`config.mk`:
```
export PLATFORM = sky130hd
export DESIGN_NAME = isp_post
export DESIGN_NICKNAME = d
export VERILOG_FILES = /design/src/rtl/isp_pkg.sv /design/src/rtl/isp_post.sv
export SDC_FILE = /design/constraint.sdc
export NUM_CORES = 1
export LEC_CHECK = 0
export ABC_AREA = 1
export ABC_CLOCK_PERIOD_IN_PS = 18400
export BUFFER_PORTS_ARGS = -buffer_cell sky130_fd_sc_hd__buf_2
export CAP_MARGIN = 20
export CORE_MARGIN = 3
export CORE_UTILIZATION = 54
export CTS_CLUSTER_DIAMETER = 80
export DETAILED_ROUTE_END_ITERATION = 8
export HOLD_SLACK_MARGIN = 0.06
export MAX_ROUTING_LAYER = met4
export PLACE_DENSITY = 0.78
export SYNTH_ARGS = -nofsm -noshare
export SYNTH_HDL_FRONTEND = slang
export SYNTH_SLANG_ARGS = --single-unit
```
`constraint.sdc`:
```
create_clock -name clk -period 18.4 [get_ports clk]
set_clock_uncertainty 0.1 [all_clocks]
set_input_delay 0.92 -clock clk [delete_from_list [all_inputs] [get_ports clk]]
set_output_delay 0.92 -clock clk [all_outputs]
set_load 0.03 [all_outputs]
```
`src/rtl/isp_pkg.sv`:
```
`default_nettype none
package isp_pkg;

	localparam int STENCIL_POINTS_DEF = 4;

	localparam int COORD_W  = 32;
	localparam int INDEX_W  = 16;
	localparam int TOL_W    = 16;
	localparam int FRAC_W   = 16;
	localparam int STATUS_W = 3;

	// divider: 49 bit numerator magnitude, padded to whole groups
	localparam int DIV_BITS   = 4;
	localparam int NUM_BITS   = COORD_W + 1 + FRAC_W;
	localparam int DIV_STAGES = (NUM_BITS + DIV_BITS - 1) / DIV_BITS;
	localparam int NUM_W      = DIV_STAGES * DIV_BITS;
	localparam int Q_W        = NUM_W + 1;

	localparam logic [3:0] CFG_ORIGIN   = 4'd0;
	localparam logic [3:0] CFG_SPACING  = 4'd1;
	localparam logic [3:0] CFG_IMIN     = 4'd2;
	localparam logic [3:0] CFG_IMAX     = 4'd3;
	localparam logic [3:0] CFG_OFF_LO   = 4'd4;
	localparam logic [3:0] CFG_OFF_HI   = 4'd5;
	localparam logic [3:0] CFG_EXT_LO   = 4'd6;
	localparam logic [3:0] CFG_EXT_HI   = 4'd7;

	typedef enum logic [STATUS_W-1:0] {
		ST_OK     = 3'd0,
		ST_BELOW  = 3'd1,
		ST_ABOVE  = 3'd2,
		ST_TINY   = 3'd3,
		ST_DXZERO = 3'd4
	} status_t;

	typedef struct packed {
		logic              vld;
		logic              neg;
		logic [31:0]       rem;
		logic [NUM_W-1:0]  num;
		logic [NUM_W-1:0]  quo;
	} div_t;

	typedef struct packed {
		logic signed [COORD_W-1:0] origin;
		logic signed [COORD_W-1:0] spacing;
		logic signed [INDEX_W-1:0] imin;
		logic signed [INDEX_W-1:0] imax;
		logic [TOL_W-1:0]          off_lo;
		logic [TOL_W-1:0]          off_hi;
		logic [TOL_W-1:0]          ext_lo;
		logic [TOL_W-1:0]          ext_hi;
	} cfg_t;

endpackage
`default_nettype wire

```
`src/rtl/isp_post.sv`:
```
`default_nettype none
module isp_post
	import isp_pkg::*;
#(
	parameter int STENCIL_POINTS = STENCIL_POINTS_DEF
) (
	input  wire logic                       clk,
	input  wire logic                       arst_n,
	input  wire logic                       en,
	input  cfg_t                            cfg,
	input  div_t                            d_in,
	output logic                            vld_s3,
	output logic [STATUS_W-1:0]             status_s3,
	output logic signed [INDEX_W-1:0]       center_s3,
	output logic signed [COORD_W-1:0]       rel_s3
);

	localparam int PTS_ABOVE = STENCIL_POINTS / 2;
	localparam int PTS_BELOW = STENCIL_POINTS - PTS_ABOVE - 1;
	localparam bit EVEN     = (STENCIL_POINTS % 2) == 0;
	localparam int CMIN     = EVEN ? 0 : -(1 << (FRAC_W - 1));
	localparam int CMAX     = EVEN ? (1 << FRAC_W) : (1 << (FRAC_W - 1));
	localparam int C_W      = INDEX_W + 2;

	localparam logic signed [Q_W-1:0] MRP_Q  = Q_W'(PTS_ABOVE);
	localparam logic signed [Q_W-1:0] MRM_Q  = Q_W'(PTS_BELOW);
	localparam logic signed [Q_W-1:0] CMIN_Q = Q_W'(CMIN);
	localparam logic signed [Q_W-1:0] CMAX_Q = Q_W'(CMAX);
	localparam logic signed [Q_W-1:0] HALF_Q = Q_W'(1 << (FRAC_W - 1));
	localparam logic signed [C_W-1:0] MRP_C  = C_W'(PTS_ABOVE);
	localparam logic signed [C_W-1:0] MRM_C  = C_W'(PTS_BELOW);
	localparam logic signed [C_W-1:0] SP_C   = C_W'(STENCIL_POINTS);

	logic                    vld_s1, vld_s2;
	logic signed [Q_W-1:0]   q_s1, q_s2;
	logic [STATUS_W-1:0]     st_s2;
	logic signed [C_W-1:0]   c_s2;

	logic signed [Q_W-1:0]   q_nx, imin_q, imax_q, lo_e, hi_e, lo_o, hi_o, half_t, c_full;
	logic signed [C_W-1:0]   imin_c, imax_c, span, c_lo, c_hi, c_cl;
	logic [STATUS_W-1:0]     st_nx;
	logic signed [Q_W-1:0]   rel_full;

	always_comb begin
		q_nx = $signed({1'b0, d_in.quo});
		if (d_in.neg) begin
			q_nx = -q_nx - Q_W'(d_in.rem != '0);
		end
	end

	always_comb begin
		half_t = '0;
		imin_c = C_W'(cfg.imin);
		imax_c = C_W'(cfg.imax);
		span   = imax_c - imin_c + C_W'(1);
		imin_q = Q_W'(cfg.imin) <<< FRAC_W;
		imax_q = Q_W'(cfg.imax) <<< FRAC_W;
		lo_e = imin_q - (Q_W'(cfg.ext_lo) <<< 8);
		hi_e = imax_q + (Q_W'(cfg.ext_hi) <<< 8);
		lo_o = imin_q + (MRM_Q <<< FRAC_W) + CMIN_Q - (Q_W'(cfg.off_lo) <<< 8);
		hi_o = imax_q - (MRP_Q <<< FRAC_W) + CMAX_Q + (Q_W'(cfg.off_hi) <<< 8);
		if (SP_C > span) begin
			st_nx = ST_TINY;
		end else if (cfg.spacing == '0) begin
			st_nx = ST_DXZERO;
		end else if (q_s1 < lo_e) begin
			st_nx = ST_BELOW;
		end else if (q_s1 > hi_e) begin
			st_nx = ST_ABOVE;
		end else if (q_s1 < lo_o) begin
			st_nx = ST_BELOW;
		end else if (q_s1 > hi_o) begin
			st_nx = ST_ABOVE;
		end else begin
			st_nx = ST_OK;
		end
		if (EVEN) begin
			c_full = q_s1 >>> FRAC_W;
		end else if (!q_s1[Q_W-1]) begin
			c_full = (q_s1 + HALF_Q) >>> FRAC_W;
		end else begin
			half_t = (-q_s1 + HALF_Q) >>> FRAC_W;
			c_full = -half_t;
		end
	end

	always_comb begin
		c_lo = C_W'(cfg.imin) + MRM_C;
		c_hi = C_W'(cfg.imax) - MRP_C;
		c_cl = c_s2;
		if (c_cl < c_lo) begin
			c_cl = c_lo;
		end
		if (c_cl > c_hi) begin
			c_cl = c_hi;
		end
		rel_full = q_s2 - (Q_W'(c_cl) <<< FRAC_W);
	end

	always_ff @(posedge clk or negedge arst_n) begin
		if (!arst_n) begin
			vld_s1 <= 1'b0;
			vld_s2 <= 1'b0;
			vld_s3 <= 1'b0;
		end else if (en) begin
			vld_s1 <= d_in.vld;
			vld_s2 <= vld_s1;
			vld_s3 <= vld_s2;
		end
	end

	always_ff @(posedge clk) begin
		if (en) begin
			q_s1  <= q_nx;
			q_s2  <= q_s1;
			st_s2 <= st_nx;
			c_s2  <= c_full[C_W-1:0];
			status_s3 <= st_s2;
			if (st_s2 == ST_OK) begin
				center_s3 <= c_cl[INDEX_W-1:0];
				rel_s3    <= rel_full[COORD_W-1:0];
			end else begin
				center_s3 <= '0;
				rel_s3    <= '0;
			end
		end
	end

endmodule
`default_nettype wire

```
# --- After elaboration in Yosys (flattened, before gate mapping) ---
# Index checks and enable logic that the tools add are counted.
word_totals:
  input_bits: 301
  output_inout_bits: 52
  elab_cells: 43
  register_bits: 160
classes:
  addsub: 14
  mux: 8
  order_cmp: 7
  n_reduce_logical: 3
ops:
  columns: ["op", "count"]
  rows:
  - ["> comparator 53 x 33 -> 1 bit", 1]
  - ["> comparator 53 x 35 -> 1 bit", 1]
  - ["< comparator 53 x 33 -> 1 bit", 1]
  - ["< comparator 53 x 34 -> 1 bit", 1]
  - ["negation 52 -> 53 bit", 1]
  - ["subtractor 53 x 1 -> 53 bit", 1]
  - ["2-to-1 mux 52 bit", 1]
  - ["adder 34 x 25 -> 35 bit", 1]
  - ["adder 33 x 18 -> 34 bit, second input constant", 1]
  - ["subtractor 33 x 25 -> 34 bit", 1]
  - ["adder 32 x 18 -> 33 bit, second input constant", 1]
  - ["adder 32 x 25 -> 33 bit", 1]
  - ["subtractor 32 x 19 -> 33 bit, second input constant", 1]
  - ["subtractor 32 x 25 -> 33 bit", 1]
  - ["zero test 32 bit", 1]
  - ["nonzero test 32 bit", 1]
  - ["subtractor 32 bit", 1]
  - ["adder 17 x 2 -> 18 bit, second input constant", 1]
  - ["> comparator 18 x 17 -> 1 bit", 1]
  - ["> comparator 4 x 18 -> 1 bit, first input constant", 1]
  - ["< comparator 18 x 17 -> 1 bit", 1]
  - ["2-to-1 mux 18 bit", 1]
  - ["adder 16 x 2 -> 17 bit, second input constant", 1]
  - ["subtractor 16 x 16 -> 17 bit", 1]
  - ["other kinds (5)", 8]

# --- Longest topological paths before layout ---
logic_depth:
  ltp_word: 9
  ltp_mapped: 56
  mapped_depth_nobuf: 53

# --- Least setup slack after synthesis ---
# No wires, ideal clock.
synth_timing:
  path_type: "input to register"
  startpoint: "input port cfg[80] (netlist bit)"
  endpoint: "register rel_s3[27], data pin"
  t_arrival_ns: 6.739
  required_ns: 18.047
  setup_ns: 0.253
  path_slack_ns: 11.308
  path_stages: 53
  path_cell_list: "ha_1 -> nand2_1 -> inv_1 -> nand3_1 -> xor2_1 -> inv_1 -> ha_1 -> nand2_1 -> inv_1 -> nand2_1 -> inv_1 -> nand2_1 -> nand3_1 -> nand2_1 -> nand3_1 -> nand2_1 -> nand2_1 -> nand2_2 -> [... 17 more ...] -> o21ai_0 -> ha_1 -> nand2_1 -> nor2_1 -> a211oi_1 -> inv_1 -> nand2_1 -> inv_1 -> nor2_1 -> nor2_1 -> nor2_1 -> inv_1 -> a21oi_2 -> nor2_1 -> nor2_1 -> nand2_1 -> nand2_1 -> nor2_1"
synth_via:
  elab_chain_len: 6
synth_rtl:
  columns: ["item", "line_no", "text"]
  rows:
  - ["start: declaration", "isp_post.sv:10", "input cfg_t cfg,"]
  - ["adder 16 x 2 -> 17 bit *", "isp_post.sv:88", "c_lo = C_W'(cfg.imin) + MRM_C;"]
  - ["< comparator 18 x 17 -> 1 bit", "isp_post.sv:91", "if (c_cl < c_lo) begin"]
  - ["2-to-1 mux 18 bit *", "isp_post.sv:91", null]
  - ["> comparator 18 x 17 -> 1 bit", "isp_post.sv:94", "if (c_cl > c_hi) begin"]
  - ["2-to-1 mux 16 bit *", "isp_post.sv:94", null]
  - ["subtractor 32 bit *", "isp_post.sv:97", "rel_full = q_s2 - (Q_W'(c_cl) <<< FRAC_W);"]
  - ["end signal: assignment", "isp_post.sv:121", "rel_s3 <= rel_full[COORD_W-1:0];"]
  - ["end: declaration", "isp_post.sv:15", "output logic signed [COORD_W-1:0] rel_s3"]
# Mark *: on every way between the ends. The rest lies on a longest branch, timed or not.
# A chain may end at the register's enable or synchronous reset.

# --- Final worst setup path ---
layout_timing:
  startpoint: "input port cfg[81] (netlist bit)"
  endpoint: "register rel_s3[27], data pin"
# The elaborated chain is that of the path after synthesis.

==> parameters.txt <==
Parameter                              Value

Run status
  Status    completed

STA
  Tcrit/Tclk final    44.0%
  Clock period minus final worst setup slack    just over 8000 ps
  Actual slew at the worst max-slew pin    between 900 and 1000 ps
  TNS Setup    0 ps
  Setup repair after global routing missed its margin    no
  Final setup violation count    0
  Hold Fails Final Rpt    0
  Worst-case headroom to the max-slew limit    around two fifths
  Final count of pins violating max slew    0
  Hold_ws    approximately 140 ps
  Fmax    roughly 0.12 GHz

Drt
  Routed length per instance    15.9 µm
  Antenna-violating nets left    0
  Final routed wirelength across all metal layers    53.1 mm
  Via count    18,600
  Number of vias per cell after detailed routing    5.58
  Residual DRC    0
  Number of violations reported at the end of detailed-routing iteration 0    between 800 and 900
  First-pass iteration count of the detailed router    7

Critical path
  Critical register-to-register path endpoint    rel_s3[27]
  Dominant cell type by count on the critical path    nand2_1
  Classification of the worst setup path    input pin to register
  Critical path launch point type    input pin
  Cell with the biggest individual delay on the critical path    o21ai_0
  Critical register-to-register path startpoint    q_s2[25]
  Worst endpoint required time    around 19,000 ps
  Setup slack, reg-to-reg    between 10,000 and 15,000 ps
  Critical Path End Type    register
  Endpoint arrival time on the critical path    just over 8000 ps
  Top fanout value on the critical path    34
  Worst stage delay on the critical path    about 440 ps
  Cell depth of the worst flop-to-flop path    39

Floorplanning
  Core Box Area    35,000 µm²
  Die Area    roughly 38,000 µm²
  Die Width    between 150 and 200 µm
  Site Rows    68
  Chip Height    around 200 µm
  Initial cell density of the core    between 50% and 60%
  Number of top-level design ports    353

Synth
  Share of synthesized flip-flops with an asynchronous set or reset    2.08%
  Number of nets in the synthesized netlist    between 3,000 and 4,000
  Most frequently used flop master after synthesis    edfxtp_1
  Count of mapped cells out of synthesis    2,575
  Number of flops mapped to enable cells by yosys    141
  Post-synth top area share    26.0%
  Main area contributors after synthesis    ha_1, edfxtp_1, nand2_1
  Synthesized area per cell    7.52 µm²
  Post-synthesis sequential area ratio    ~22%
  Post-synth top area cell    ha_1
  Synth warnings    0
  Cell with the most instances after synthesis    nand2_1
  Netlist Area Pre-Place    19,400 µm²
  #FFs+latches synth    roughly 140
  Number of distinct standard cells referenced by the synthesized netlist    59
  Leading cell types by count after synthesis    nand2_1, inv_1, ha_1

Global routing
  Maximum number of pins on one net before global-route repair    between 70 and 80
  Vias in the first global route    ~18,000
  Tot GR Track Use    around 28%
  First-pass GRT wire length    85.4 mm
  Number of antenna violations at the first check in global routing    15
  Remaining Overflow, GRT    0

Clocking
  Clock tree from TritonCTS    done
  Inserted Clock Buffers    17
  Quantity of hold-fixing buffers added after cts    0
  H-Tree Level Count    4
  Clock edge transition at the registers on the reported setup and hold paths    roughly 70 ps
  Number of setup buffers added after CTS    0
  Number of buffers between clock root and the deepest sink    2
  Post-cts repair resize count    0
  Clock insertion delay at the later pin of the skew report    around 460 ps
  CTS Root Buffer Type    clkbuf_16
  TritonCTS sink count    between 100 and 150

Pwr
  Power per Cell Area    a little over 70 nW/µm²
  Reported leakage power    approximately 11 nW
  Largest vdd supply drop    73.6 µV

Placed design
  Weighted congestion at the end of routability-driven global placement    around 0.94
  Post-detail-place hpwl    between 40 and 50 mm
  Total placed instance area    about 21,000 µm²
  Buffers on Ports    about 270

Job
  Count of maximum capacitance violations    0

Cells and area
  Layout cell share with drive strength beyond 1    13.4%
  Post-layout net count    around 3,600
  Signed area change from the synthesized netlist to the final layout    12.9%
  Final standard cell area without fillers    around 22,000 µm²

Worst hold path
  Class of the tightest hold or removal check    input pin to asynchronous set/reset pin
==> where the power goes <==
part	internal, W	switching (W)
sequential	0.000403	0.0000379
clock	0.000203	0.000154
combinational	0.000293	0.000492
==> critical path: cells and delay by family <==
| kind | cells | cell delay [ps] |
|---|---|---|
| XOR/XNOR | 1 | 220 |
| AND/OR/NAND/NOR | 28 | 3290 |
| AO/OA/AOI/OAI | 6 | 1450 |
| adder cells (fa/ha/maj) | 4 | 1200 |
| buffers and inverters | 10 | 1100 |
==> metal layers <==
layer	track usage, %	up-vias	share of wire, %
met3	4.35	133	5.4
li1	-	9366	-
met4	12.3	0	4.4
met1	32.4	8572	42
met5	-	-	0
met2	48.9	510	49
==> through the flow <==
| step | utilization [%] | worst slack, ps | cells | total power, W |
|---|---|---|---|---|
| global placement | 60.6 | 10000 | 3279 | 0.00119 |
| CTS | 62.4 | 10330 | 3311 | 0.00158 |
| global route | 62.5 | 9670 | 3326 | 0.00172 |
| finish | 62.5 | 10310 | 3328 | 0.00158 |
| floorplan | - | 11310 | 2575 | 0.00101 |
| detailed placement | 60.7 | 9830 | 3280 | 0.00122 |
==> cells in the final DEF (no fill, tap or decap), types with 5 or more instances in the layout <==
| cell type | n |
|---|---|
| nand2_1 | 435 |
| inv_1 | 405 |
| ha_1 | 402 |
| buf_2 | 267 |
| a21oi_1 | 223 |
| nor2_1 | 215 |
| o21ai_0 | 144 |
| edfxtp_1 | 141 |
| nand3_1 | 125 |
| xor2_1 | 101 |
| xnor2_1 | 38 |
| nand4_1 | 33 |
| nor3_1 | 32 |
| a31oi_1 | 29 |
| nor4_1 | 26 |
| or2_2 | 26 |
| nand3_2 | 20 |
| a21o_1 | 18 |
| diode_2 | 17 |
| clkbuf_16 | 17 |
| a211oi_1 | 16 |
| nand2_2 | 14 |
| o21bai_1 | 11 |
| o211ai_1 | 10 |
| o31ai_1 | 10 |
| o221ai_1 | 6 |
| buf_4 | 6 |
| o21ai_1 | 5 |
| o21a_1 | 5 |
| and3_1 | 5 |
| inv_6 | 5 |
==> flip-flops by register name (all words and copies together) (netlist names) <==
| signal | cells |
|---|---|
| vld_s3 | 1 |
| vld_s1 | 1 |
| rel_s3 | 32 |
| center_s3 | 16 |
| vld_s2 | 1 |
| status_s3 | 3 |
| st_s2 | 3 |
| c_s2 | 3 |
| q_s2 | 31 |
| q_s1 | 53 |
==> worst max-delay path by stage <==
stage                        from    endpoint  slack, ps  cells past startpoint
after floorplan           cfg[80]  rel_s3[27]      11310                     53
after global placement    cfg[81]  rel_s3[27]      10000                     44
after detailed placement  cfg[81]  rel_s3[27]       9830                     49
after CTS                 cfg[81]  rel_s3[27]      10330                     49
after global routing      cfg[81]  rel_s3[27]       9670                     49
final                     cfg[81]  rel_s3[27]      10310                     49
==> final cells by class <==
type	instances	area [µm²]
inverter	409	1540
clock inverter	14	173
sequential	144	4310
timing repair buffer	275	1410
clock buffer	17	425
multi-input combinational	1997	13400
fill	3129	13100
antenna	17	42.5
tap	455	569
==> cells by family after synthesis <==
family	count (synthesis)	synth area share (%)
XOR/XNOR	139	6.29
multiplexers	1	0.0582
buffers and inverters	434	8.60
AND/OR/NAND/NOR	950	21.8
AO/OA/AOI/OAI	501	14.6
flip-flops	144	22.3
adder cells (fa/ha/maj)	406	26.4
No activity file was read; power rests on OpenSTA's default activity.
