**src/rtl/isp_pkg.sv**
```systemverilog
`default_nettype none
package isp_pkg;

	localparam int STENCIL_POINTS_DEF = 4;

	localparam int COORD_W  = 32;
	localparam int INDEX_W  = 16;
	localparam int TOL_W    = 16;
	localparam int FRAC_W   = 16;
	localparam int STATUS_W = 3;

	// divider: 49 bit numerator magnitude, padded to whole groups
	localparam int DIV_BITS   = 4;
	localparam int NUM_BITS   = COORD_W + 1 + FRAC_W;
	localparam int DIV_STAGES = (NUM_BITS + DIV_BITS - 1) / DIV_BITS;
	localparam int NUM_W      = DIV_STAGES * DIV_BITS;
	localparam int Q_W        = NUM_W + 1;

	localparam logic [3:0] CFG_ORIGIN   = 4'd0;
	localparam logic [3:0] CFG_SPACING  = 4'd1;
	localparam logic [3:0] CFG_IMIN     = 4'd2;
	localparam logic [3:0] CFG_IMAX     = 4'd3;
	localparam logic [3:0] CFG_OFF_LO   = 4'd4;
	localparam logic [3:0] CFG_OFF_HI   = 4'd5;
	localparam logic [3:0] CFG_EXT_LO   = 4'd6;
	localparam logic [3:0] CFG_EXT_HI   = 4'd7;

	typedef enum logic [STATUS_W-1:0] {
		ST_OK     = 3'd0,
		ST_BELOW  = 3'd1,
		ST_ABOVE  = 3'd2,
		ST_TINY   = 3'd3,
		ST_DXZERO = 3'd4
	} status_t;

	typedef struct packed {
		logic              vld;
		logic              neg;
		logic [31:0]       rem;
		logic [NUM_W-1:0]  num;
		logic [NUM_W-1:0]  quo;
	} div_t;

	typedef struct packed {
		logic signed [COORD_W-1:0] origin;
		logic signed [COORD_W-1:0] spacing;
		logic signed [INDEX_W-1:0] imin;
		logic signed [INDEX_W-1:0] imax;
		logic [TOL_W-1:0]          off_lo;
		logic [TOL_W-1:0]          off_hi;
		logic [TOL_W-1:0]          ext_lo;
		logic [TOL_W-1:0]          ext_hi;
	} cfg_t;

endpackage
`default_nettype wire

```
**src/rtl/isp_div_stage.sv**
```systemverilog
`default_nettype none
module isp_div_stage
	import isp_pkg::*;
(
	input  wire logic        clk,
	input  wire logic        arst_n,
	input  wire logic        en,
	input  wire logic [31:0] dmag,
	input  div_t             d_in,
	output div_t             d_out
);

	div_t nx;

	always_comb begin
		logic [32:0] r;
		nx = d_in;
		for (int b = 0; b < DIV_BITS; b++) begin
			r = {nx.rem, nx.num[NUM_W-1]};
			nx.num = {nx.num[NUM_W-2:0], 1'b0};
			if (r >= {1'b0, dmag}) begin
				r = r - {1'b0, dmag};
				nx.quo = {nx.quo[NUM_W-2:0], 1'b1};
			end else begin
				nx.quo = {nx.quo[NUM_W-2:0], 1'b0};
			end
			nx.rem = r[31:0];
		end
	end

	always_ff @(posedge clk or negedge arst_n) begin
		if (!arst_n) begin
			d_out <= '0;
		end else if (en) begin
			d_out <= nx;
		end
	end

endmodule
`default_nettype wire

```
**config.mk**
```make
export PLATFORM = sky130hd
export DESIGN_NAME = isp_div_stage
export DESIGN_NICKNAME = d
export VERILOG_FILES = /design/src/rtl/isp_pkg.sv /design/src/rtl/isp_div_stage.sv
export SDC_FILE = /design/constraint.sdc
export NUM_CORES = 1
export LEC_CHECK = 0
export BUFFER_PORTS_ARGS = -buffer_cell sky130_fd_sc_hd__buf_2
export CELL_PAD_IN_SITES_DETAIL_PLACEMENT = 0
export CELL_PAD_IN_SITES_GLOBAL_PLACEMENT = 1
export CORE_MARGIN = 3
export CORE_UTILIZATION = 45
export DETAILED_ROUTE_END_ITERATION = 8
export GPL_TIMING_DRIVEN = 0
export HOLD_SLACK_MARGIN = 0.05
export PLACE_DENSITY_LB_ADDON = 0.08
export SLEW_MARGIN = 20
export SYNTH_ARGS = -nofsm -noshare
export SYNTH_HDL_FRONTEND = slang
export SYNTH_SLANG_ARGS = --single-unit
```
**constraint.sdc**
```tcl
create_clock -name clk -period 1.5 [get_ports clk]
set_clock_uncertainty 0.1 [all_clocks]
set_input_delay 0.075 -clock clk [delete_from_list [all_inputs] [get_ports clk]]
set_output_delay 0.075 -clock clk [all_outputs]
set_load 0.1 [all_outputs]
```
### Word-level counts from Yosys, hierarchy flattened

Cells that the tools add are included.

| operators by class | value |
|---|---|
| $lt $le $gt $ge | 4 |
| add/subtract/negate cells | 4 |
| muxes and demuxes | 8 |

Operators by type and width:

| operator | count |
|---|---|
| $ge 33x32->1 | 4 |
| $mux 32 | 4 |
| $sub 32x32->32 | 4 |
| $mux 1 | 4 |

| word-level totals | value |
|---|---|
| bits in registers | 134 |
| bits of input ports | 173 |
| word-level logic and storage cells | 21 |
| output and inout port bits | 138 |

### Depth between registers and ports, before layout

Gate-level depths: netlist of run 1.

| depth | value |
|---|---|
| depth in word-level cells | 8 |
| mapped depth | 54 |
| depth with buffers taken out | 49 |

### Worst setup path before layout of run 1

No wires, ideal clock.

| timing | value |
|---|---|
| path kind | input-to-reg |
| start point | input dmag[1] |
| end point | register d_out[134] in the netlist's numbering |
| data required time | 1.322 ns |
| stages | 50 |
| setup slack | -9.468 ns |
| arrival time | 10.790 ns |
| setup time | 0.078 ns |
| cell sequence | inv_1 -> ha_1 -> nand2b_1 -> a211o_1 -> a211oi_2 -> o21a_4 -> a211oi_4 -> o31ai_4 -> clkbuf_1 -> clkbuf_1 -> nand2_1 -> o21ai_0 -> inv_1 -> ha_1 -> nor2b_1 -> o31ai_2 -> a32oi_1 -> a211o_1 -> [... 14 more ...] -> o21ai_0 -> a221o_1 -> buf_4 -> clkbuf_4 -> mux2_1 -> ha_1 -> and3_1 -> a221oi_1 -> o21ai_0 -> a31o_2 -> a2111oi_0 -> or3_1 -> a31oi_1 -> a221o_1 -> a21oi_1 -> xnor2_1 -> mux2i_1 -> a21oi_1 |

| on the way | value |
|---|---|
| cells in the longest elaborated chain, start to end | 8 |
| elaborated cells between the ends (all ways) | 12 |
| classes of those cells | add/sub (4); order compare (4); mux (4) |

RTL lines:

| item | line | text |
|---|---|---|
| from (decl) | isp_div_stage.sv:8 | `input wire logic [31:0] dmag,` |
| $sub 32x32->32 / $ge 33x32->1 (equally long branches) | isp_div_stage.sv:22, isp_div_stage.sv:21 |  |
| $mux 32 | isp_div_stage.sv:21 | `if (r >= {1'b0, dmag}) begin` |
| $sub 32x32->32 / $ge 33x32->1 (equally long branches) | isp_div_stage.sv:22, isp_div_stage.sv:21 |  |
| $mux 32 | isp_div_stage.sv:21 |  |
| $sub 32x32->32 / $ge 33x32->1 (equally long branches) | isp_div_stage.sv:22, isp_div_stage.sv:21 |  |
| $mux 32 | isp_div_stage.sv:21 |  |
| $sub 32x32->32 / $ge 33x32->1 (equally long branches) | isp_div_stage.sv:22, isp_div_stage.sv:21 |  |
| $mux 32 * | isp_div_stage.sv:21 |  |
| to (signal assigned) | isp_div_stage.sv:35 | `d_out <= nx;` |
| to (decl) | isp_div_stage.sv:10 | `output div_t d_out` |

Every way passes the cells marked *; elsewhere a longest branch is shown, timed or not.
A chain may end at the register's enable or synchronous reset.

### Final worst setup path of run 1

| timing | value |
|---|---|
| start point | input dmag[19] |
| end point | register d_out[104] in the netlist's numbering |

| on the way | value |
|---|---|
| cells in the longest elaborated chain, start to end | 8 |
| elaborated cells between the ends (all ways) | 11 |
| classes of those cells | add/sub (3); order compare (4); mux (4) |

RTL lines:

| item | line |
|---|---|
| $sub 32x32->32 / $ge 33x32->1 (equally long branches) | isp_div_stage.sv:22, isp_div_stage.sv:21 |
| $mux 32 | isp_div_stage.sv:21 |
| $sub 32x32->32 / $ge 33x32->1 (equally long branches) | isp_div_stage.sv:22, isp_div_stage.sv:21 |
| $mux 32 | isp_div_stage.sv:21 |
| $sub 32x32->32 / $ge 33x32->1 (equally long branches) | isp_div_stage.sv:22, isp_div_stage.sv:21 |
| $mux 32 | isp_div_stage.sv:21 |
| $ge 33x32->1 * | isp_div_stage.sv:21 |
| $mux 32 * | isp_div_stage.sv:21 |

Marked as above.

==> results of run 1 <==
==> what timing repair did <==
action,4_1_cts,5_1_grt
pin swaps,77,69
hold buffers,100,2
gates cloned,2,0
gates resized for setup,200,78
buffers inserted,113,30
endpoints found under the setup margin,42,42
hold endpoints to repair,233,3
==> kinds of logic after synthesis <==
group                      share of synthesized area
and+or+nand+nor                                0.120
muxes                                          0.162
DFF                                            0.262
AOI/OAI and AO/OA                              0.211
other                                       0.000293
xor gates and xnor gates                      0.0724
adders and majority gates                      0.131
buffers and inverters                         0.0419
==> Yosys cell counts, drive strengths merged (3+ instances only) <==
library cell  count  area (µm²)
and4              6        52.6
mux2            151        1700
o31ai            11         101
a211o             4        35.0
xnor2            73         639
nor3             16        85.1
clkbuf           33         128
or3               7        43.8
nor2            101         379
nand4            15         100
or2               4        25.0
and3             15        93.8
nand3            27         135
a311oi            5        50.0
o211ai            7        52.6
nor4              8        50.1
a31oi            17         106
nor3b             3        27.5
mux2i            37         370
o21ai            64         320
nor2b            18         113
o21a             17         135
ha              128        1600
a21o             77         578
and2              7        46.3
fa                4        80.1
a211oi           13         115
dfrtp           134        3350
nand2b           14        87.6
a21oi           133         673
nand3b            3        22.5
a221o             6        60.1
nand2            69         259
o21bai           18         135
o31a              4        35.0
xor2             33         289
a21boi            7        52.6
inv              71         267
a221oi            5        56.3
buf              16         143
==> cell usage in the layout, fill, tap and decap left out, types with 17 or more instances in the layout <==
| master | Yosys | routed |
|---|---|---|
| buf_2 | 4 | 296 |
| mux2_2 | 147 | 137 |
| dfrtp_1 | 134 | 134 |
| a21oi_1 | 131 | 120 |
| buf_4 | 6 | 118 |
| dlygate4sd3_1 | 0 | 102 |
| nor2_1 | 101 | 95 |
| a21o_1 | 77 | 77 |
| xnor2_1 | 73 | 73 |
| ha_1 | 128 | 69 |
| nand2_1 | 69 | 63 |
| ha_4 | 0 | 55 |
| o21ai_0 | 61 | 47 |
| inv_1 | 71 | 43 |
| xor2_1 | 33 | 33 |
| buf_6 | 3 | 29 |
| clkinvlp_4 | 0 | 28 |
| nand3_1 | 27 | 22 |
| clkbuf_16 | 0 | 21 |
| clkbuf_1 | 32 | 19 |
| mux2i_1 | 37 | 18 |
| o21bai_1 | 18 | 17 |
==> how the worst max path moves through the flow <==
stage,slack (ns),to,cells after the start,start
floorplan,-8.52,d_out[134],50,dmag[1]
global placement,-10.91,d_out[120],53,dmag[1]
detailed placement,-10.89,d_out[120],53,dmag[1]
CTS,-8.68,d_out[118],51,dmag[4]
global route,-9.09,d_out[117],51,dmag[4]
finish,-8.65,d_out[104],54,dmag[19]
==> report_power, final <==
part	leakage, nW	internal [W]	switching [W]
Combinational	6.97	0.0184	0.0229
Sequential	1.55	0.00445	0.000365
Clock	0.277	0.00224	0.00185
Total	8.80	0.0251	0.0251
==> final cells by class <==
type	count	share of cell area
Sequential cell	134	0.172
Timing Repair Buffer	546	0.197
Buffer	41	0.0206
Clock inverter	14	0.00694
Inverter	71	0.0188
Tap cell	378	0.0243
Multi-Input combinational cell	1155	0.538
Clock buffer	18	0.0226
==> metrics by stage <==
stage	power [W]	hold WS, ns	setup TNS (ns)	setup slack (ns)	cells
finish	0.0502	0.0406	-295.96	-8.65	2357
global route	0.0534	0.0500	-311.23	-9.09	2357
floorplan	0.0317	-0.321	-289.71	-8.52	1409
global placement	0.0374	0.207	-596.25	-10.91	2088
CTS	0.0475	0.0250	-297.07	-8.68	2330
detailed placement	0.0377	-0.115	-386.56	-10.89	2089
==> routing by layer <==
layer | share of wire | global-route usage | vias up | wire, µm
met2 | 0.48 | 0.472 | 423 | 21400
li1 | - | - | 6302 | -
met1 | 0.45 | 0.382 | 6208 | 20200
met5 | 0 | 0 | - | 0
met4 | 0.020 | 0.0632 | 0 | 884
met3 | 0.053 | 0.0417 | 65 | 2380
==> critical path: cells and delay by family <==
kind                       cells  cell delay [ns]
adders and majority gates      4             1.01
and+or+nand+nor                6             1.04
muxes                          4             1.13
buffers and inverters         13             1.82
AOI/OAI and AO/OA             27             5.29
==> reports/metrics.cfg, run 1 <==
[clocking]
cts-htree-levels=4
clkSlewWorstSetupHoldPaths_ns=0.08
cts_tree=yes
cts_made_buffers=17
root_buffer=clkbuf_16
cts_buffer_depth=2
cts_sinks=134
clkLatencyLatePin_ns=0.40

[detailed_routing]
antenna_left=0
wl_um=44800
first_iter_violations=789
viasPerCell=5.51
drc=0
vias=12998
wl_per_cell_um=19.0
drtPass1Iterations=5

[cells_and_area]
seq_area_um2=3350
antennaDiodeCount=0
top_register=d_out
final_nets=2271
fin_util=0.697
multiInputGateArea_um2=10500
syn_to_final_growth_pct=51.8
fin_area_um2=19500
fillers=2158
largest_register_ffs=134
largestRegisters=d_out: 134 flops
drive_above_1_share=0.431

[floorplanning]
die_area_um2=30500
io_pins=311
coreArea_um2=27900
rows=61
die_h_um=175
start_util=0.459
die_w_um=175

[logic_synthesis]
synth_ff_type=dfrtp_1
ys_seq_area_frac=0.262
synthArstFlopShare=1.00
netlist_area_um2=12800
synth_cell_types=82
syn_avg_cell_area_um2=9.12
synth_edf_count=0
yosysWarningCount=0
ys_seq_elements=134
netlist_instances=1406

[worst_setup_path]
slowest_stage=nor4_1
r2r-start=d_out[135]
path_class=in2reg
rr_endpoint=d_out[135]
r2r_setup_slack_ns=0.48
worstPathRequired_ns=1.75
cp_max_fo=10
end_kind=register
worstRegToRegCells=3
worst-endpoint-arrival_ns=10.40
cp-start-kind=primary input
max_stage_delay_ns=0.44

[outcome]
violations=negative setup slack
status=finished, violations left

[sta]
maxSlewViolCount=0
setup_slack_ns=-8.65
hold_viol_final=0
final-setup-viol-count=42
rsz0062_at_grt=yes
relSlewSlack=0.488
fmax_ghz=0.0985
period_needed_ns=10.15
tightest_slew_ns=0.760
timing.final.crit_share=6.77

[pwr]
power.density_nw_per_um2=2580
total_leakage_power_nw=8.80
peakVddDrop_mv=1.99

[grt]
antenna_found_initial=0
grt_pass1_wl_um=68800
grt_max_degree=89
grt_usage=0.280
grt_remaining_overflow=0
grt_pass1_vias=12838

[placed_design]
dpl_cell_area_um2=15200
gp_congestion=0.901
portBuffers=301
dp_hpwl_um=32400

[hold_path]
hp-class=in2async

[flow_run]
drv_cap=0

(Power assumes the default switching activity.)
==> inputs of run 2 (changes only) <==
SKIP_CTS_REPAIR_TIMING = 1   (was unset)
==> reports/metrics.cfg, run 2 (synthesized netlist as in run 1, its figures left out) <==
[outcome]
status=finished, violations left
violations=negative setup slack

[worst_setup_path]
max_stage_delay_ns=0.43
end_kind=register
cpMostUsedCell=ha_4
worstPathRequired_ns=1.67
r2r_setup_slack_ns=0.48
slowest_stage=a221o_1
cp_max_fo=7
path_class=in2reg
worst-endpoint-arrival_ns=10.79
cp-start-kind=primary input

[grt]
antenna_found_initial=0
grt_usage=0.246
grt_remaining_overflow=0
grt_pass1_vias=11392
grt_max_degree=89
grt_pass1_wl_um=60600

[detailed_routing]
wl_um=43000
antenna_left=0
wl_per_cell_um=18.4
drtPass1Iterations=5
viasPerCell=5.48
vias=12769
drc=0
first_iter_violations=760

[clocking]
root_buffer=clkbuf_16
cts_made_buffers=17
clkLatencyLatePin_ns=0.41
clkSlewWorstSetupHoldPaths_ns=0.07
cts_tree=yes
cts-htree-levels=4
cts_sinks=134
cts_buffer_depth=2

[floorplanning]
die_w_um=175
rows=61
coreArea_um2=27900
start_util=0.459
die_h_um=175
io_pins=311
die_area_um2=30500

[flow_run]
drv_cap=0

[hold_path]
hp-class=in2async

[cells_and_area]
largest_register_ffs=134
layout_commonest_cell=buf_2
antennaDiodeCount=0
top_register=d_out
drive_above_1_share=0.404
syn_to_final_growth_pct=45.3
largestRegisters=d_out: 134 flops
layout_common_cells=298 x buf_2, 140 x mux2_2, 134 x dfrtp_1
final_nets=2245

[pwr]
power.density_nw_per_um2=2610
total_leakage_power_nw=8.54
total_power_w=0.0485
peakVddDrop_mv=1.59

[placed_design]
gp_congestion=0.901
dp_hpwl_um=32400
portBuffers=301
dpl_worst_slack_ns=-10.89

[sta]
rsz0062_at_grt=yes
setup_slack_ns=-9.12
timing.final.crit_share=7.08
period_needed_ns=10.62
hold_viol_final=0
final.setup.tns_ns=-310.97
fmax_ghz=0.0942
tightest_slew_ns=0.774
final-setup-viol-count=42
maxSlewViolCount=0
relSlewSlack=0.478

-- run 2: metal layers --
layer / GRT usage / up-vias / part of all wire
met2: 0.403 / 363 / 0.48
met1: 0.346 / 6124 / 0.45
li1: - / 6249 / -
met4: 0.0462 / 0 / 0.014
met5: 0 / - / 0
met3: 0.0422 / 33 / 0.053
-- run 2: area by class of cell --
class                      count  area, µm²
buffer                        46        408
clock buffer                  18        439
clock inverter                14        135
fill                        2279       9310
inverter                      71        357
multi-input combinational   1155       9970
sequential                   134       3350
tap                          378        473
timing repair buffer         515       3490
-- run 2: worst paths after layout --
check,from,end,cells past startpoint
setup reg to reg,d_out[135],d_out[135],3
max in group asynchronous,arst_n,d_out[8],3
hold / removal,arst_n,d_out[88],2
min in group clk,d_in[100],d_out[104],5
hold reg to reg,d_out[106],d_out[106],2
setup / recovery,dmag[17],d_out[121],50
-- run 2: worst max-delay path, delay by kind of cell --
| family | cells | cell delay, ns |
|---|---|---|
| compound gates | 24 | 5.48 |
| mux | 5 | 1.43 |
| simple gates | 9 | 1.34 |
| buf+inv | 8 | 1.29 |
| fa+ha+maj | 4 | 1.13 |
-- run 2: per-stage QoR --
stage	area, µm²	hold WS [ns]	util	cells
after floorplan	13200	-0.321	-	1409
after global placement	15200	0.207	0.543	2088
after detailed placement	15200	-0.115	0.545	2089
after CTS	15800	-0.572	0.565	2121
after global routing	18600	0.0297	0.667	2331
final	18600	0.0330	0.667	2331
-- run 2: report_power, final --
part           switching, W  total (W)  leakage (nW)  internal (W)
Clock               0.00186    0.00410         0.277       0.00224
Sequential         0.000360    0.00481          1.55       0.00445
Combinational        0.0222     0.0396          6.71        0.0174
==> inputs of run 3 (changes only) <==
==> constraint.sdc (replaced) <==
create_clock -name clk -period 13.5 [get_ports clk]
set_clock_uncertainty 0.1 [all_clocks]
set_input_delay 2.7 -clock clk [delete_from_list [all_inputs] [get_ports clk]]
set_output_delay 2.7 -clock clk [all_outputs]
set_load 0.1 [all_outputs]
==> reports/metrics.cfg, run 3 (synthesized netlist as in run 1, its figures left out) <==
[grt]
grt_usage=0.254
grt_max_degree=86
grt_pass1_wl_um=61900
grt_pass1_vias=11481
grt_remaining_overflow=0
antenna_found_initial=0

[sta]
hold_viol_final=0
final.setup.tns_ns=0
final-setup-viol-count=0
setup_slack_ns=0.109
fmax_ghz=0.0747
timing.final.crit_share=0.992
period_needed_ns=13.39
tightest_slew_ns=0.820
maxSlewViolCount=0
holdWs_ns=0.390
relSlewSlack=0.448

[clocking]
cts_sinks=134
cts_made_buffers=17
cts_buffer_depth=2
cts_tree=yes
cts-htree-levels=4
clkSlewWorstSetupHoldPaths_ns=0.06
clkLatencyLatePin_ns=0.40
root_buffer=clkbuf_16

[worst_setup_path]
cpMostUsedCell=buf_12
worstRegToRegCells=3
r2r-start=d_out[135]
cp_max_fo=10
max_stage_delay_ns=0.41
slowest_stage=a211o_4
end_kind=register
r2r_setup_slack_ns=12.52
worstPathRequired_ns=13.74
worst-endpoint-arrival_ns=13.63
path_class=in2reg
cp-start-kind=primary input
rr_endpoint=d_out[135]

[placed_design]
portBuffers=301
gp_congestion=0.927
dp_hpwl_um=33500
dpl_worst_slack_ns=-2.94
dpl_cell_area_um2=14800

[hold_path]
timing.hold.worst_endpoint=d_out[105]
holdPathStages=2
min_from=d_out[105]
hp-class=reg2reg

[cells_and_area]
syn_to_final_growth_pct=32.6
layout_commonest_cell=buf_2
layout_common_cells=301 x buf_2, 145 x mux2_2, 134 x dfrtp_1
fin_area_um2=17000
final_nets=2095
largestRegisters=d_out: 134 flops
fin_util=0.609
drive_above_1_share=0.397
largest_register_ffs=134
top_register=d_out
antennaDiodeCount=0

[detailed_routing]
antenna_left=0
wl_um=41800
drtPass1Iterations=5
wl_per_cell_um=19.2
vias=12093
viasPerCell=5.55
drc=0
first_iter_violations=817

[pwr]
power.density_nw_per_um2=302
peakVddDrop_mv=0.229
total_leakage_power_nw=7.89

[floorplanning]
io_pins=311
start_util=0.459
rows=61
coreArea_um2=27900
die_h_um=175
die_w_um=175
die_area_um2=30500

[outcome]
status=finished clean

[flow_run]
drv_cap=0

## run 3: cell count changes in the layout (fill, tap and decap cells not counted), moves of 5 or more
cell,previous run,this run
mux2i_1,16,26
buf_4,106,64
dlygate4sd3_1,103,0
clkinvlp_4,26,19
mux2_4,10,4
inv_2,2,7
ha_2,9,15
mux2i_2,15,6
ha_4,34,26
buf_6,14,9
mux2_2,140,145
a21oi_1,118,123
## run 3: cell type report
class	count	area, µm²
Buffer	45	383
Clock buffer	19	453
Clock inverter	12	129
Fill cell	2581	10900
Inverter	71	329
Multi-Input combinational cell	1155	9800
Sequential cell	134	3350
Tap cell	378	473
Timing Repair Buffer	366	2080
## run 3: per-stage QoR
step / cells / power (W)
CTS: 2120 / 0.00450
finish: 2180 / 0.00513
floorplan: 1409 / 0.00335
global placement: 2088 / 0.00400
global route: 2180 / 0.00547
detailed placement: 2089 / 0.00403
## run 3: worst max path at each step
stage               cells past startpoint    start  slack (ns)    endpoint
global route                           53  dmag[2]       -0.18  d_out[119]
floorplan                              50  dmag[1]        0.02  d_out[134]
detailed placement                     49  dmag[4]       -2.94  d_out[134]
CTS                                    49  dmag[4]       -2.56  d_out[134]
finish                                 53  dmag[2]        0.11  d_out[104]
global placement                       50  dmag[4]       -2.88  d_out[134]
## run 3: worst max-delay path, delay by kind of cell
family	cells	cell delay (ns)
AND/OR/NAND/NOR	6	0.70
multiplexers	3	0.71
adder cells (fa/ha/maj)	4	1.33
buffers and inverters	10	1.49
AO/OA/AOI/OAI	30	6.63
## run 3: power by group
group          total [W]  internal (W)  leakage, nW  switching (W)
sequential      0.000534      0.000495         1.55      0.0000396
combinational    0.00415       0.00176         6.06        0.00239
clock           0.000454      0.000280        0.281       0.000174
total            0.00513       0.00253         7.89        0.00260
## run 3: layer usage
| layer | global-route usage | vias up | share of wire |
|---|---|---|---|
| met2 | 0.425 | 320 | 0.48 |
| met5 | 0 | - | 0 |
| met4 | 0.0605 | 0 | 0.019 |
| met1 | 0.347 | 5788 | 0.45 |
| met3 | 0.0376 | 51 | 0.050 |
| li1 | - | 5934 | - |
